File: config.mk
export PLATFORM = sky130hd
export DESIGN_NAME = isobmff_box_header_parser_flat
export DESIGN_NICKNAME = d
export VERILOG_FILES = /design/src/rtl/ibhp_pkg.sv /design/src/rtl/ibhp_in_if.sv /design/src/rtl/ibhp_out_if.sv /design/src/rtl/ibhp_cfg_if.sv /design/src/rtl/ibhp_cfg_regs.sv /design/src/rtl/ibhp_parser.sv /design/src/rtl/ibhp_out_stage.sv /design/src/rtl/isobmff_box_header_parser.sv /design/src/flat_wrapper.sv
export SDC_FILE = /design/constraint.sdc
export NUM_CORES = 2
export LEC_CHECK = 0
export BUFFER_PORTS_ARGS = -buffer_cell sky130_fd_sc_hd__buf_4
export CORE_AREA = 2 2 271 273
export DETAILED_ROUTE_END_ITERATION = 8
export DIE_AREA = 0 0 273 275
export GPL_TIMING_DRIVEN = 0
export PLACE_DENSITY = 0.83
export SYNTH_ARGS = -nofsm -noshare
export SYNTH_HDL_FRONTEND = slang
export SYNTH_SLANG_ARGS = --single-unit
File: constraint.sdc
create_clock -name clk -period 23 [get_ports clk]
set_clock_uncertainty 0.15 [all_clocks]
set_input_delay 2.3 -clock clk [delete_from_list [all_inputs] [get_ports clk]]
set_output_delay 2.3 -clock clk [all_outputs]
set_load 0.005 [all_outputs]
File: src/rtl/ibhp_pkg.sv
// ----------------------------------------------------------------------------
// ibhp_pkg
// Shared types and codes of the ISO base media box header parser.
// ----------------------------------------------------------------------------
`default_nettype none

package ibhp_pkg;

  localparam int unsigned CFG_IDX_W = 4;

  localparam logic [CFG_IDX_W-1:0] CFG_MAX_SIZE  = 4'd0;
  localparam logic [CFG_IDX_W-1:0] CFG_FTYP_MODE = 4'd1;

  localparam logic [31:0] TYPE_UUID = 32'h75756964;
  localparam logic [31:0] TYPE_FTYP = 32'h66747970;

  typedef enum logic [3:0] {
    PH_SIZE   = 4'd0,
    PH_TYPE   = 4'd1,
    PH_LARGE  = 4'd2,
    PH_UUID   = 4'd3,
    PH_MAJOR  = 4'd4,
    PH_MINOR  = 4'd5,
    PH_BRANDS = 4'd6
  } ibhp_phase_t;

  typedef enum logic [2:0] {
    KIND_HEADER = 3'd0,
    KIND_MAJOR  = 3'd1,
    KIND_MINOR  = 3'd2,
    KIND_BRAND  = 3'd3,
    KIND_ERROR  = 3'd4
  } ibhp_kind_t;

  typedef enum logic [2:0] {
    ERR_EARLY_END  = 3'd0,
    ERR_TOO_LARGE  = 3'd1,
    ERR_FTYP_SMALL = 3'd2,
    ERR_NOT_FTYP   = 3'd3,
    ERR_FTYP_LEN   = 3'd4
  } ibhp_err_t;

  typedef enum logic [1:0] {
    FORM_32  = 2'd0,
    FORM_64  = 2'd1,
    FORM_EOS = 2'd2
  } ibhp_form_t;

  typedef struct packed {
    logic [63:0] max_box_size;
    logic        ftyp_mode;
  } ibhp_cfg_t;

  typedef struct packed {
    logic [2:0]  record_kind;
    logic [63:0] box_size;
    logic [1:0]  size_form;
    logic [31:0] box_type;
    logic [63:0] user_type_high;
    logic [63:0] user_type_low;
    logic [31:0] word_value;
    logic [2:0]  error_code;
  } ibhp_rec_t;

endpackage

`default_nettype wire

File: src/rtl/ibhp_in_if.sv
// ----------------------------------------------------------------------------
// ibhp_in_if
// Byte stream channel into the box header parser.
// ----------------------------------------------------------------------------
`default_nettype none

interface ibhp_in_if;
  logic       valid;
  logic       ready;
  logic [7:0] data_byte;
  logic       stream_end;

  modport source (output valid, output data_byte, output stream_end, input ready);
  modport sink   (input valid, input data_byte, input stream_end, output ready);
endinterface

`default_nettype wire

File: src/rtl/ibhp_out_if.sv
// ----------------------------------------------------------------------------
// ibhp_out_if
// Record channel out of the box header parser.
// ----------------------------------------------------------------------------
`default_nettype none

interface ibhp_out_if;
  logic        valid;
  logic        ready;
  logic [2:0]  record_kind;
  logic [63:0] box_size;
  logic [1:0]  size_form;
  logic [31:0] box_type;
  logic [63:0] user_type_high;
  logic [63:0] user_type_low;
  logic [31:0] word_value;
  logic [2:0]  error_code;

  modport source (output valid, output record_kind, output box_size, output size_form,
                  output box_type, output user_type_high, output user_type_low,
                  output word_value, output error_code, input ready);
  modport sink   (input valid, input record_kind, input box_size, input size_form,
                  input box_type, input user_type_high, input user_type_low,
                  input word_value, input error_code, output ready);
endinterface

`default_nettype wire

File: src/rtl/ibhp_cfg_if.sv
// ----------------------------------------------------------------------------
// ibhp_cfg_if
// Register write channel of the box header parser.
// ----------------------------------------------------------------------------
`default_nettype none

interface ibhp_cfg_if;
  import ibhp_pkg::*;
  logic                 valid;
  logic                 ready;
  logic [CFG_IDX_W-1:0] index;
  logic [63:0]          data;

  modport source (output valid, output index, output data, input ready);
  modport sink   (input valid, input index, input data, output ready);
endinterface

`default_nettype wire

File: src/rtl/ibhp_cfg_regs.sv
// ----------------------------------------------------------------------------
// ibhp_cfg_regs
// Configuration registers: maximum box size and file type mode.
// ----------------------------------------------------------------------------
`default_nettype none

module ibhp_cfg_regs
  import ibhp_pkg::*;
(
  input  wire logic  clk,
  input  wire logic  rst_n,
  ibhp_cfg_if.sink   cfg_ch,
  output ibhp_cfg_t  cfg
);

  logic [63:0] max_size_r;
  logic        ftyp_mode_r;

  assign cfg_ch.ready = 1'b1;

  always_ff @(posedge clk) begin
    if (!rst_n) begin
      max_size_r  <= '1;
      ftyp_mode_r <= 1'b0;
    end else if (cfg_ch.valid) begin
      // Writes to indexes beyond the register list are dropped.
      if (cfg_ch.index == CFG_MAX_SIZE) begin
        max_size_r <= cfg_ch.data;
      end
      if (cfg_ch.index == CFG_FTYP_MODE) begin
        ftyp_mode_r <= cfg_ch.data[0];
      end
    end
  end

  assign cfg.max_box_size = max_size_r;
  assign cfg.ftyp_mode    = ftyp_mode_r;

endmodule

`default_nettype wire

File: src/rtl/ibhp_parser.sv
// ----------------------------------------------------------------------------
// ibhp_parser
// Header state machine: consumes one byte per transfer and yields at most
// one record for it.
// ----------------------------------------------------------------------------
`default_nettype none

module ibhp_parser
  import ibhp_pkg::*;
(
  input  wire logic       clk,
  input  wire logic       rst_n,
  input  wire logic       in_acc,
  input  wire logic [7:0] in_byte,
  input  wire logic       in_end,
  input  ibhp_cfg_t       cfg,
  output logic            res_valid,
  output ibhp_rec_t       res
);

  ibhp_phase_t phase_r, phase_nxt;
  logic [3:0]  idx_r, idx_nxt;
  logic [63:0] size_r, size_nxt;
  logic [31:0] type_r, type_nxt;
  logic [63:0] uth_r, uth_nxt;
  logic [63:0] utl_r, utl_nxt;
  logic [31:0] word_r, word_nxt;
  logic [63:0] rem_r, rem_nxt;
  ibhp_form_t  form_r, form_nxt;

  logic [4:0]  idx_inc;
  logic        last4, last8, last16;
  logic [63:0] size32_new, size64_new;
  logic [31:0] type_new, word_new;
  logic        max_all_ones;
  logic [63:0] rem_dec;

  // Completion check operands, chosen by the phase that completes the header.
  logic [63:0] c_size, c_eff_size, c_uth, c_utl, c_rem;
  logic [31:0] c_type;
  ibhp_form_t  c_form;
  logic        c_uuid, c_small, c_bad;
  logic [5:0]  c_thr;
  ibhp_err_t   c_code;

  logic        do_fail, do_restart, do_complete, go_major;
  ibhp_err_t   fail_code;

  assign idx_inc      = {1'b0, idx_r} + 5'd1;
  assign last4        = idx_inc >= 5'd4;
  assign last8        = idx_inc >= 5'd8;
  assign last16       = idx_inc >= 5'd16;
  assign size32_new   = {32'd0, size_r[23:0], in_byte};
  assign size64_new   = {size_r[55:0], in_byte};
  assign type_new     = {type_r[23:0], in_byte};
  assign word_new     = {word_r[23:0], in_byte};
  assign max_all_ones = &cfg.max_box_size;
  assign rem_dec      = (rem_r >= 64'd4) ? (rem_r - 64'd4) : 64'd0;

  always_comb begin
    c_size = size_r;
    c_form = form_r;
    c_type = type_r;
    c_uth  = uth_r;
    c_utl  = utl_r;
    unique case (phase_r)
      PH_TYPE: begin
        c_type = type_new;
        c_form = (size_r == 64'd0) ? FORM_EOS : FORM_32;
      end
      PH_LARGE: c_size = size64_new;
      PH_UUID: begin
        if (idx_r[3]) begin
          c_utl = {utl_r[55:0], in_byte};
        end else begin
          c_uth = {uth_r[55:0], in_byte};
        end
      end
      default: ;
    endcase
  end

  // The header length plus the brand and version words is 16, 24, 32 or 40,
  // so the remainder keeps the low two bits of the size.
  assign c_eff_size = (c_form == FORM_EOS) ? 64'd0 : c_size;
  assign c_uuid     = (c_type == TYPE_UUID);
  assign c_thr      = 6'd16 + ((c_form == FORM_64) ? 6'd8 : 6'd0) + (c_uuid ? 6'd16 : 6'd0);
  assign c_small    = (c_eff_size[63:6] == 58'd0) && (c_eff_size[5:0] < c_thr);
  assign c_rem      = c_eff_size - {58'd0, c_thr};

  always_comb begin
    c_bad  = 1'b1;
    c_code = ERR_FTYP_LEN;
    if (c_form == FORM_EOS) begin
      c_code = ERR_FTYP_LEN;
    end else if (c_small) begin
      c_code = ERR_FTYP_SMALL;
    end else if (c_type != TYPE_FTYP) begin
      c_code = ERR_NOT_FTYP;
    end else if (c_eff_size[1:0] != 2'd0) begin
      c_code = ERR_FTYP_LEN;
    end else begin
      c_bad = 1'b0;
    end
  end

  always_comb begin
    phase_nxt   = phase_r;
    idx_nxt     = idx_r;
    size_nxt    = size_r;
    type_nxt    = type_r;
    uth_nxt     = uth_r;
    utl_nxt     = utl_r;
    word_nxt    = word_r;
    rem_nxt     = rem_r;
    form_nxt    = form_r;
    res_valid   = 1'b0;
    res         = '0;
    do_fail     = 1'b0;
    do_restart  = 1'b0;
    do_complete = 1'b0;
    go_major    = 1'b0;
    fail_code   = ERR_EARLY_END;

    if (in_acc) begin
      if (in_end) begin
        do_fail   = 1'b1;
        fail_code = ERR_EARLY_END;
      end else begin
        unique case (phase_r)
          PH_SIZE: begin
            size_nxt = size32_new;
            idx_nxt  = last4 ? 4'd0 : idx_inc[3:0];
            if (last4) begin
              if (size32_new > cfg.max_box_size) begin
                do_fail   = 1'b1;
                fail_code = ERR_TOO_LARGE;
              end else begin
                phase_nxt = PH_TYPE;
              end
            end
          end
          PH_TYPE: begin
            type_nxt = type_new;
            idx_nxt  = last4 ? 4'd0 : idx_inc[3:0];
            if (last4) begin
              form_nxt = c_form;
              if (size_r == 64'd1) begin
                form_nxt  = FORM_64;
                size_nxt  = 64'd0;
                phase_nxt = PH_LARGE;
              end else if (size_r == 64'd0 && !max_all_ones) begin
                do_fail   = 1'b1;
                fail_code = ERR_TOO_LARGE;
              end else if (type_new == TYPE_UUID) begin
                phase_nxt = PH_UUID;
              end else begin
                do_complete = 1'b1;
              end
            end
          end
          PH_LARGE: begin
            size_nxt = size64_new;
            idx_nxt  = last8 ? 4'd0 : idx_inc[3:0];
            if (last8) begin
              if (size64_new > cfg.max_box_size) begin
                do_fail   = 1'b1;
                fail_code = ERR_TOO_LARGE;
              end else if (type_r == TYPE_UUID) begin
                phase_nxt = PH_UUID;
              end else begin
                do_complete = 1'b1;
              end
            end
          end
          PH_UUID: begin
            uth_nxt     = c_uth;
            utl_nxt     = c_utl;
            idx_nxt     = last16 ? 4'd0 : idx_inc[3:0];
            do_complete = last16;
          end
          PH_MAJOR, PH_MINOR, PH_BRANDS: begin
            word_nxt = word_new;
            idx_nxt  = last4 ? 4'd0 : idx_inc[3:0];
            if (last4) begin
              res_valid      = 1'b1;
              res.word_value = word_new;
              word_nxt       = 32'd0;
              if (phase_r == PH_MAJOR) begin
                res.record_kind = KIND_MAJOR;
                phase_nxt       = PH_MINOR;
              end else if (phase_r == PH_MINOR) begin
                res.record_kind = KIND_MINOR;
                if (rem_r == 64'd0) begin
                  do_restart = 1'b1;
                end else begin
                  phase_nxt = PH_BRANDS;
                end
              end else begin
                res.record_kind = KIND_BRAND;
                rem_nxt         = rem_dec;
                do_restart      = (rem_dec == 64'd0);
              end
            end
          end
          default: do_restart = 1'b1;
        endcase
      end
    end

    if (do_complete) begin
      if (cfg.ftyp_mode && c_bad) begin
        do_fail   = 1'b1;
        fail_code = c_code;
      end else begin
        res_valid          = 1'b1;
        res.record_kind    = KIND_HEADER;
        res.box_size       = c_eff_size;
        res.size_form      = c_form;
        res.box_type       = c_type;
        res.user_type_high = c_uuid ? c_uth : 64'd0;
        res.user_type_low  = c_uuid ? c_utl : 64'd0;
        do_restart         = 1'b1;
        go_major           = cfg.ftyp_mode;
      end
    end

    if (do_fail) begin
      res_valid       = 1'b1;
      res             = '0;
      res.record_kind = KIND_ERROR;
      res.error_code  = fail_code;
      do_restart      = 1'b1;
    end

    if (do_restart) begin
      phase_nxt = PH_SIZE;
      idx_nxt   = 4'd0;
      size_nxt  = 64'd0;
      type_nxt  = 32'd0;
      uth_nxt   = 64'd0;
      utl_nxt   = 64'd0;
      word_nxt  = 32'd0;
      rem_nxt   = 64'd0;
      form_nxt  = FORM_32;
    end

    if (go_major) begin
      phase_nxt = PH_MAJOR;
      rem_nxt   = c_rem;
    end
  end

  always_ff @(posedge clk) begin
    if (!rst_n) begin
      phase_r <= PH_SIZE;
      idx_r   <= 4'd0;
      size_r  <= 64'd0;
      type_r  <= 32'd0;
      uth_r   <= 64'd0;
      utl_r   <= 64'd0;
      word_r  <= 32'd0;
      rem_r   <= 64'd0;
      form_r  <= FORM_32;
    end else begin
      phase_r <= phase_nxt;
      idx_r   <= idx_nxt;
      size_r  <= size_nxt;
      type_r  <= type_nxt;
      uth_r   <= uth_nxt;
      utl_r   <= utl_nxt;
      word_r  <= word_nxt;
      rem_r   <= rem_nxt;
      form_r  <= form_nxt;
    end
  end

endmodule

`default_nettype wire

File: src/rtl/ibhp_out_stage.sv
// ----------------------------------------------------------------------------
// ibhp_out_stage
// Result register with a skid entry, so a byte can be taken while a record
// still waits at the output.
// ----------------------------------------------------------------------------
`default_nettype none

module ibhp_out_stage
  import ibhp_pkg::*;
(
  input  wire logic clk,
  input  wire logic rst_n,
  input  wire logic res_valid,
  input  ibhp_rec_t res,
  input  wire logic out_ready,
  output logic      out_valid,
  output ibhp_rec_t out_rec,
  output logic      in_ready
);

  logic      out_valid_r;
  ibhp_rec_t out_rec_r;
  logic      skid_valid_r;
  ibhp_rec_t skid_rec_r;

  // No new record can arrive while the skid entry is full.
  assign in_ready  = !skid_valid_r;
  assign out_valid = out_valid_r;
  assign out_rec   = out_rec_r;

  always_ff @(posedge clk) begin
    if (!rst_n) begin
      out_valid_r  <= 1'b0;
      skid_valid_r <= 1'b0;
    end else if (skid_valid_r) begin
      if (out_ready) begin
        skid_valid_r <= 1'b0;
      end
    end else if (!out_valid_r || out_ready) begin
      out_valid_r <= res_valid;
    end else if (res_valid) begin
      skid_valid_r <= 1'b1;
    end
  end

  always_ff @(posedge clk) begin
    if (skid_valid_r) begin
      if (out_ready) begin
        out_rec_r <= skid_rec_r;
      end
    end else if (!out_valid_r || out_ready) begin
      out_rec_r <= res;
    end else begin
      skid_rec_r <= res;
    end
  end

endmodule

`default_nettype wire

File: src/rtl/isobmff_box_header_parser.sv
// ----------------------------------------------------------------------------
// isobmff_box_header_parser
// ISO base media box header parser with optional file type brand listing.
// ----------------------------------------------------------------------------
// A record is registered in the output stage, via its skid entry if the output
// is stalled, before it appears. Throughput: one byte per cycle while the skid
// entry is empty; a two-entry output stage absorbs output stalls.
// Reset (synchronous, active low) returns the parser to the start of a size
// field, empties the output stage and restores the registers to defaults.
// ----------------------------------------------------------------------------
`default_nettype none

module isobmff_box_header_parser
  import ibhp_pkg::*;
(
  input  wire logic  clk,
  input  wire logic  rst_n,
  ibhp_in_if.sink    in_ch,
  ibhp_out_if.source out_ch,
  ibhp_cfg_if.sink   cfg_ch
);

  ibhp_cfg_t cfg;
  logic      in_acc;
  logic      in_ready;
  logic      res_valid;
  ibhp_rec_t res;
  ibhp_rec_t out_rec;

  assign in_ch.ready = in_ready;
  assign in_acc      = in_ch.valid && in_ready;

  ibhp_cfg_regs u_cfg (
    .clk    (clk),
    .rst_n  (rst_n),
    .cfg_ch (cfg_ch),
    .cfg    (cfg)
  );

  ibhp_parser u_parser (
    .clk       (clk),
    .rst_n     (rst_n),
    .in_acc    (in_acc),
    .in_byte   (in_ch.data_byte),
    .in_end    (in_ch.stream_end),
    .cfg       (cfg),
    .res_valid (res_valid),
    .res       (res)
  );

  ibhp_out_stage u_out (
    .clk       (clk),
    .rst_n     (rst_n),
    .res_valid (res_valid),
    .res       (res),
    .out_ready (out_ch.ready),
    .out_valid (out_ch.valid),
    .out_rec   (out_rec),
    .in_ready  (in_ready)
  );

  assign out_ch.record_kind    = out_rec.record_kind;
  assign out_ch.box_size       = out_rec.box_size;
  assign out_ch.size_form      = out_rec.size_form;
  assign out_ch.box_type       = out_rec.box_type;
  assign out_ch.user_type_high = out_rec.user_type_high;
  assign out_ch.user_type_low  = out_rec.user_type_low;
  assign out_ch.word_value     = out_rec.word_value;
  assign out_ch.error_code     = out_rec.error_code;

  // Input back-pressure only happens while a record is already waiting.
  a_stall_has_output: assert property (@(posedge clk) disable iff (!rst_n)
    !in_ready |-> out_ch.valid)
    else $error("input stalled with no record at the output");

  // An end-of-stream transfer always leaves a valid record at the output next cycle.
  a_end_gives_record: assert property (@(posedge clk) disable iff (!rst_n)
    (in_acc && in_ch.stream_end) |=> out_ch.valid)
    else $error("end of stream produced no record");

  // Only header records carry size and type fields.
  a_nonheader_clean: assert property (@(posedge clk) disable iff (!rst_n)
    (out_ch.valid && out_rec.record_kind != KIND_HEADER) |->
      (out_rec.box_size == 64'd0 && out_rec.box_type == 32'd0 &&
       out_rec.size_form == FORM_32))
    else $error("non-header record carries header fields");

  // Error codes appear in error records only.
  a_err_only_in_error: assert property (@(posedge clk) disable iff (!rst_n)
    (out_ch.valid && out_rec.record_kind != KIND_ERROR) |->
      (out_rec.error_code == ERR_EARLY_END))
    else $error("error code set outside an error record");

endmodule

`default_nettype wire
File: src/flat_wrapper.sv
// flat-port wrapper written by rule: the top's interface ports become plain ports
module isobmff_box_header_parser_flat import ibhp_pkg::*;
  (clk, rst_n, in_ch_valid, in_ch_data_byte, in_ch_stream_end, in_ch_ready, out_ch_valid, out_ch_record_kind, out_ch_box_size, out_ch_size_form, out_ch_box_type, out_ch_user_type_high, out_ch_user_type_low, out_ch_word_value, out_ch_error_code, out_ch_ready, cfg_ch_valid, cfg_ch_index, cfg_ch_data, cfg_ch_ready);
  ibhp_in_if in_ch_i ();
  ibhp_out_if out_ch_i ();
  ibhp_cfg_if cfg_ch_i ();
  input  wire logic clk;
  input  wire logic rst_n;
  input wire logic [$bits(in_ch_i.valid)-1:0] in_ch_valid;
  input wire logic [$bits(in_ch_i.data_byte)-1:0] in_ch_data_byte;
  input wire logic [$bits(in_ch_i.stream_end)-1:0] in_ch_stream_end;
  output wire logic [$bits(in_ch_i.ready)-1:0] in_ch_ready;
  output wire logic [$bits(out_ch_i.valid)-1:0] out_ch_valid;
  output wire logic [$bits(out_ch_i.record_kind)-1:0] out_ch_record_kind;
  output wire logic [$bits(out_ch_i.box_size)-1:0] out_ch_box_size;
  output wire logic [$bits(out_ch_i.size_form)-1:0] out_ch_size_form;
  output wire logic [$bits(out_ch_i.box_type)-1:0] out_ch_box_type;
  output wire logic [$bits(out_ch_i.user_type_high)-1:0] out_ch_user_type_high;
  output wire logic [$bits(out_ch_i.user_type_low)-1:0] out_ch_user_type_low;
  output wire logic [$bits(out_ch_i.word_value)-1:0] out_ch_word_value;
  output wire logic [$bits(out_ch_i.error_code)-1:0] out_ch_error_code;
  input wire logic [$bits(out_ch_i.ready)-1:0] out_ch_ready;
  input wire logic [$bits(cfg_ch_i.valid)-1:0] cfg_ch_valid;
  input wire logic [$bits(cfg_ch_i.index)-1:0] cfg_ch_index;
  input wire logic [$bits(cfg_ch_i.data)-1:0] cfg_ch_data;
  output wire logic [$bits(cfg_ch_i.ready)-1:0] cfg_ch_ready;
  assign in_ch_i.valid = in_ch_valid;
  assign in_ch_i.data_byte = in_ch_data_byte;
  assign in_ch_i.stream_end = in_ch_stream_end;
  assign in_ch_ready = in_ch_i.ready;
  assign out_ch_valid = out_ch_i.valid;
  assign out_ch_record_kind = out_ch_i.record_kind;
  assign out_ch_box_size = out_ch_i.box_size;
  assign out_ch_size_form = out_ch_i.size_form;
  assign out_ch_box_type = out_ch_i.box_type;
  assign out_ch_user_type_high = out_ch_i.user_type_high;
  assign out_ch_user_type_low = out_ch_i.user_type_low;
  assign out_ch_word_value = out_ch_i.word_value;
  assign out_ch_error_code = out_ch_i.error_code;
  assign out_ch_i.ready = out_ch_ready;
  assign cfg_ch_i.valid = cfg_ch_valid;
  assign cfg_ch_i.index = cfg_ch_index;
  assign cfg_ch_i.data = cfg_ch_data;
  assign cfg_ch_ready = cfg_ch_i.ready;
  isobmff_box_header_parser u_core (.clk(clk), .rst_n(rst_n), .in_ch(in_ch_i), .out_ch(out_ch_i), .cfg_ch(cfg_ch_i));
endmodule
==> impl_metrics.csv <==
group,metric,value,unit
critical_path,cpPeakStageDelay,1.08,ns
global_route,grt.busiest_layer,"met2",
floorplanning,die_w,273,um
clock_network,htree_num_levels,3,
flow_run,drv_cap,1,
critical_path,r2r-start,"u_core.u_parser.size_r[16]",
timing,slew_headroom,-2.17,%
critical_path,crit_type,"reg -> reg",
clock_network,clk_path_buf_depth,3,
logic_synthesis,synth_cell_types,92,
critical_path,cp-start-kind,"register",
global_route,gr-usage-met2,65.2,%
clock_network,clock-sinks,916,
critical_path,crit_arrival,10.34,ns
critical_path,worstRegToRegCells,23,
route,drcViolationCount,0,
finish,layout_common_cells,"728 x nand2_1, 528 x edfxtp_1, 440 x a21oi_1, 388 x dfxtp_1, 367 x buf_4",
global_route,grt_max_degree,65,
logic_synthesis,postSynth.asyncResetShare,0,%
logic_synthesis,synthCells,4354,
route,drt_wl_total,158000,um
power,ir_worst_vdd,0.0691,mV
finish,register_area,0.0236,mm2
power,clkPwrFrac,42.4,%
outcome,violations,"capacitance limit, slew limit",
finish,num-fill-cells,5358,
global_route,use_met3,9.44,%
timing,setup_tns,0,ns
finish,drive_gt1_share,12.6,%
critical_path,reg2reg_slack,13.00,ns
logic_synthesis,yosys_warnings,0,
timing,drv_slew,4,
route,dr_total_vias,37900,
global_route,grt_pass1_vias,35800,
floorplanning,die_h,275,um
global_route,grt_use_met1,52.8,%
clock_network,cts_tree,"built",
floorplanning,initial_core_util,59.2,%
logic_synthesis,synth_edf_count,528,
clock_network,path_clk_slew,0.06,ns
power,internal_power,2.76,mW
clock_network,numCtsBuffers,94,
critical_path,cp-end-kind,"register",
logic_synthesis,synth-seq-cells,916,
finish,final_common_cell,"nand2_1",
global_route,antenna_found_initial,4,
power,p_leak,20.8,nW
route,ant_nets,0,
floorplanning,row_count,99,
place,hpwlAfterDp,116000,um
finish,area_growth,17.0,%
outcome,status,"complete, but fails checks",
place,gp_congestion,1.06,
place,port_buffers,346,
floorplanning,die-area,0.0751,mm2
place,dp_cells,5674,
min_path,min_from,"u_core.u_parser.word_r[16]",
logic_synthesis,synth_seq_area_share,55.1,%
critical_path,reg2reg_to,"u_core.u_parser.rem_r[24]",
clock_network,cts.repair.resized,0,
logic_synthesis,synth.cell_area,0.0429,mm2
timing,hold_viol_final,0,
route,wire_per_inst,26.9,um
finish,fin_cells,5855,
critical_path,crit_required,23.34,ns
logic_synthesis,synth_area_per_cell,9.84,um2
route,viasPerCell,6.47,
timing,period_needed,10.0,ns
clock_network,root_buffer,"clkbuf_16",
route,drt_pass1_iterations,6,
place,dpl_cell_area,0.0470,mm2
floorplanning,io_pins,349,
critical_path,crit_top_cell,"clkbuf_1",
timing,post-route-period-util,43.5,%
critical_path,cp_cell_sequence,"clkbuf_1, nor4_1, nand2_1, nor3_1, a31o_2, buf_2, buf_1, clkbuf_1, buf_1, buf_1, nor2_1, ha_1, o21ai_0, nand2b_1, a21oi_1, o211ai_2, or2_0, or3b_2, clkbuf_1, clkbuf_1, nor2_1, a31oi_1, a21oi_1",
logic_synthesis,synthFlopType,"edfxtp_1",
logic_synthesis,syn_nets,4508,
global_route,grt_overflow_total,0,
min_path,holdPathStages,2,
timing,rsz0062_at_grt,"false",
power,seqPwrFrac,48.8,%
min_path,min_path_type,"reg -> reg",
timing,fmax,100,MHz
critical_path,worstPathMaxFanout,10,
min_path,hold_end,"u_core.u_parser.word_r[16]",
route,drt_iter0_markers,5463,
power,p_comb_share,8.8,%
power,pwr_density_cell,73.2,mW/mm2
global_route,grtUsageTotal,41.0,%
timing,worst_slew_pin_slew,1.51,ns
critical_path,slowest_stage,"nor3_1",
clock_network,cts_setup_buffers,0,
clock_network,clock_latency,0.69,ns
clock_network,cts_hold_buf,0,
finish,final_area,0.0501,mm2
timing,setup_viol,0,
floorplanning,design.core.area,0.0723,mm2
power,sw_frac_of_total,24.7,%
power,switching_power,0.907,mW
finish,fin_nets,4965,
finish,multi_input_area,0.0175,mm2
global_route,grt_pass1_wl,229000,um
[cells in the mapped netlist (22+ instances only)]
master	number	area share (%)
nand4_1	82	1.2
nor2_1	281	2.5
nor3_1	90	1.1
inv_1	87	0.76
and2_1	43	0.63
or3_1	28	0.41
o21ai_0	89	1.0
xnor2_1	26	0.53
or4_1	29	0.51
nand2_1	728	6.4
a21o_1	271	4.7
a22oi_1	46	0.81
a211oi_1	22	0.39
a21oi_1	440	5.1
dfxtp_1	388	18
ha_1	72	2.1
nor4_1	67	0.98
mux2i_1	124	2.9
edfxtp_1	528	37
buf_2	42	0.49
xor2_1	22	0.45
o211ai_1	80	1.4
clkbuf_1	241	2.1
nand3_1	181	2.1
[how the worst max path moves through the flow]
stage | from | to | depth (start not counted)
after floorplan | u_core.u_out.skid_valid_r | u_core.u_out.out_rec[0] | 4
after global placement | u_core.u_out.skid_valid_r | u_core.u_out.out_rec[192] | 4
after detailed placement | u_core.u_parser.size_r[16] | u_core.u_parser.rem_r[43] | 23
after CTS | u_core.u_parser.size_r[16] | u_core.u_parser.rem_r[43] | 23
after global routing | u_core.u_parser.size_r[16] | u_core.u_parser.rem_r[24] | 23
final | u_core.u_parser.size_r[16] | u_core.u_parser.rem_r[24] | 23
[sequential cells by signal (all words and copies together) (netlist names)]
signal	flops
u_core.u_out.skid_rec_r	264
u_core.u_parser.form_r	2
u_core.u_parser.idx_r	4
u_core.u_parser.phase_r	3
u_core.u_parser.utl_r	64
u_core.u_parser.uth_r	64
u_core.u_out.out_valid	1
u_core.u_parser.word_r	24
u_core.u_parser.rem_r	64
u_core.u_out.out_rec	264
u_core.u_parser.type_r	32
u_core.u_out.skid_valid_r	1
u_core.u_parser.size_r	64
u_core.u_cfg.ftyp_mode_r	1
u_core.u_cfg.max_size_r	64
[cells by family after synthesis]
logic type / after synthesis / synth area share, %
simple gates: 1665 / 18.2
compound gates: 1105 / 16.5
flops: 916 / 55.1
buf+inv: 417 / 3.98
mux: 130 / 3.05
fa+ha+maj: 72 / 2.10
xor+xnor: 48 / 0.981
other cells: 1 / 0.00875
[power groups by stage]
| stage | sequential (mW) | combinational (mW) | clock, mW |
|---|---|---|---|
| 2_1_floorplan | 1.83 | 0.163 | 0 |
| 3_3_place_gp | 1.84 | 0.306 | 0 |
| 3_5_place_dp | 1.82 | 0.310 | 0 |
| 4_1_cts | 1.79 | 0.312 | 1.56 |
| 5_1_grt | 1.79 | 0.337 | 1.62 |
| 6_report | 1.79 | 0.323 | 1.56 |
[cell type report]
cell class | count | area share (%)
tap | 959 | 2.39
inverter | 87 | 0.651
sequential | 916 | 47.1
clock buffer | 130 | 5.15
antenna | 5 | 0.0250
clock inverter | 46 | 1.13
timing repair buffer | 361 | 5.78
multi-input combinational | 3021 | 35.0
buffer | 330 | 2.76
[routing by layer]
layer | wire length [um] | vias to the layer above
met5 | 27 | -
met4 | 8850 | 4
met3 | 16600 | 477
met2 | 72000 | 2426
met1 | 60100 | 18200
li1 | - | 16800
[per-stage QoR]
step	utilization (%)	setup slack, ns	total power [mW]	hold WS, ns
2_1_floorplan	-	2.37	2.00	0.276
3_3_place_gp	64.5	-5.26	2.15	0.288
3_5_place_dp	64.9	13.46	2.13	0.294
4_1_cts	69.3	13.42	3.66	0.302
5_1_grt	69.3	13.01	3.75	0.316
6_report	69.3	13.00	3.67	0.306
[worst max-delay path, delay by kind of cell, from the launching register on]
kind | cells | cell delay, ns
AND/OR/NAND/NOR | 8 | 3.17
AO/OA/AOI/OAI | 6 | 1.83
buffers and inverters | 8 | 3.95
adder cells (fa/ha/maj) | 1 | 0.35
flip-flops | 1 | 0.31
No activity file was read; power rests on OpenSTA's default activity.
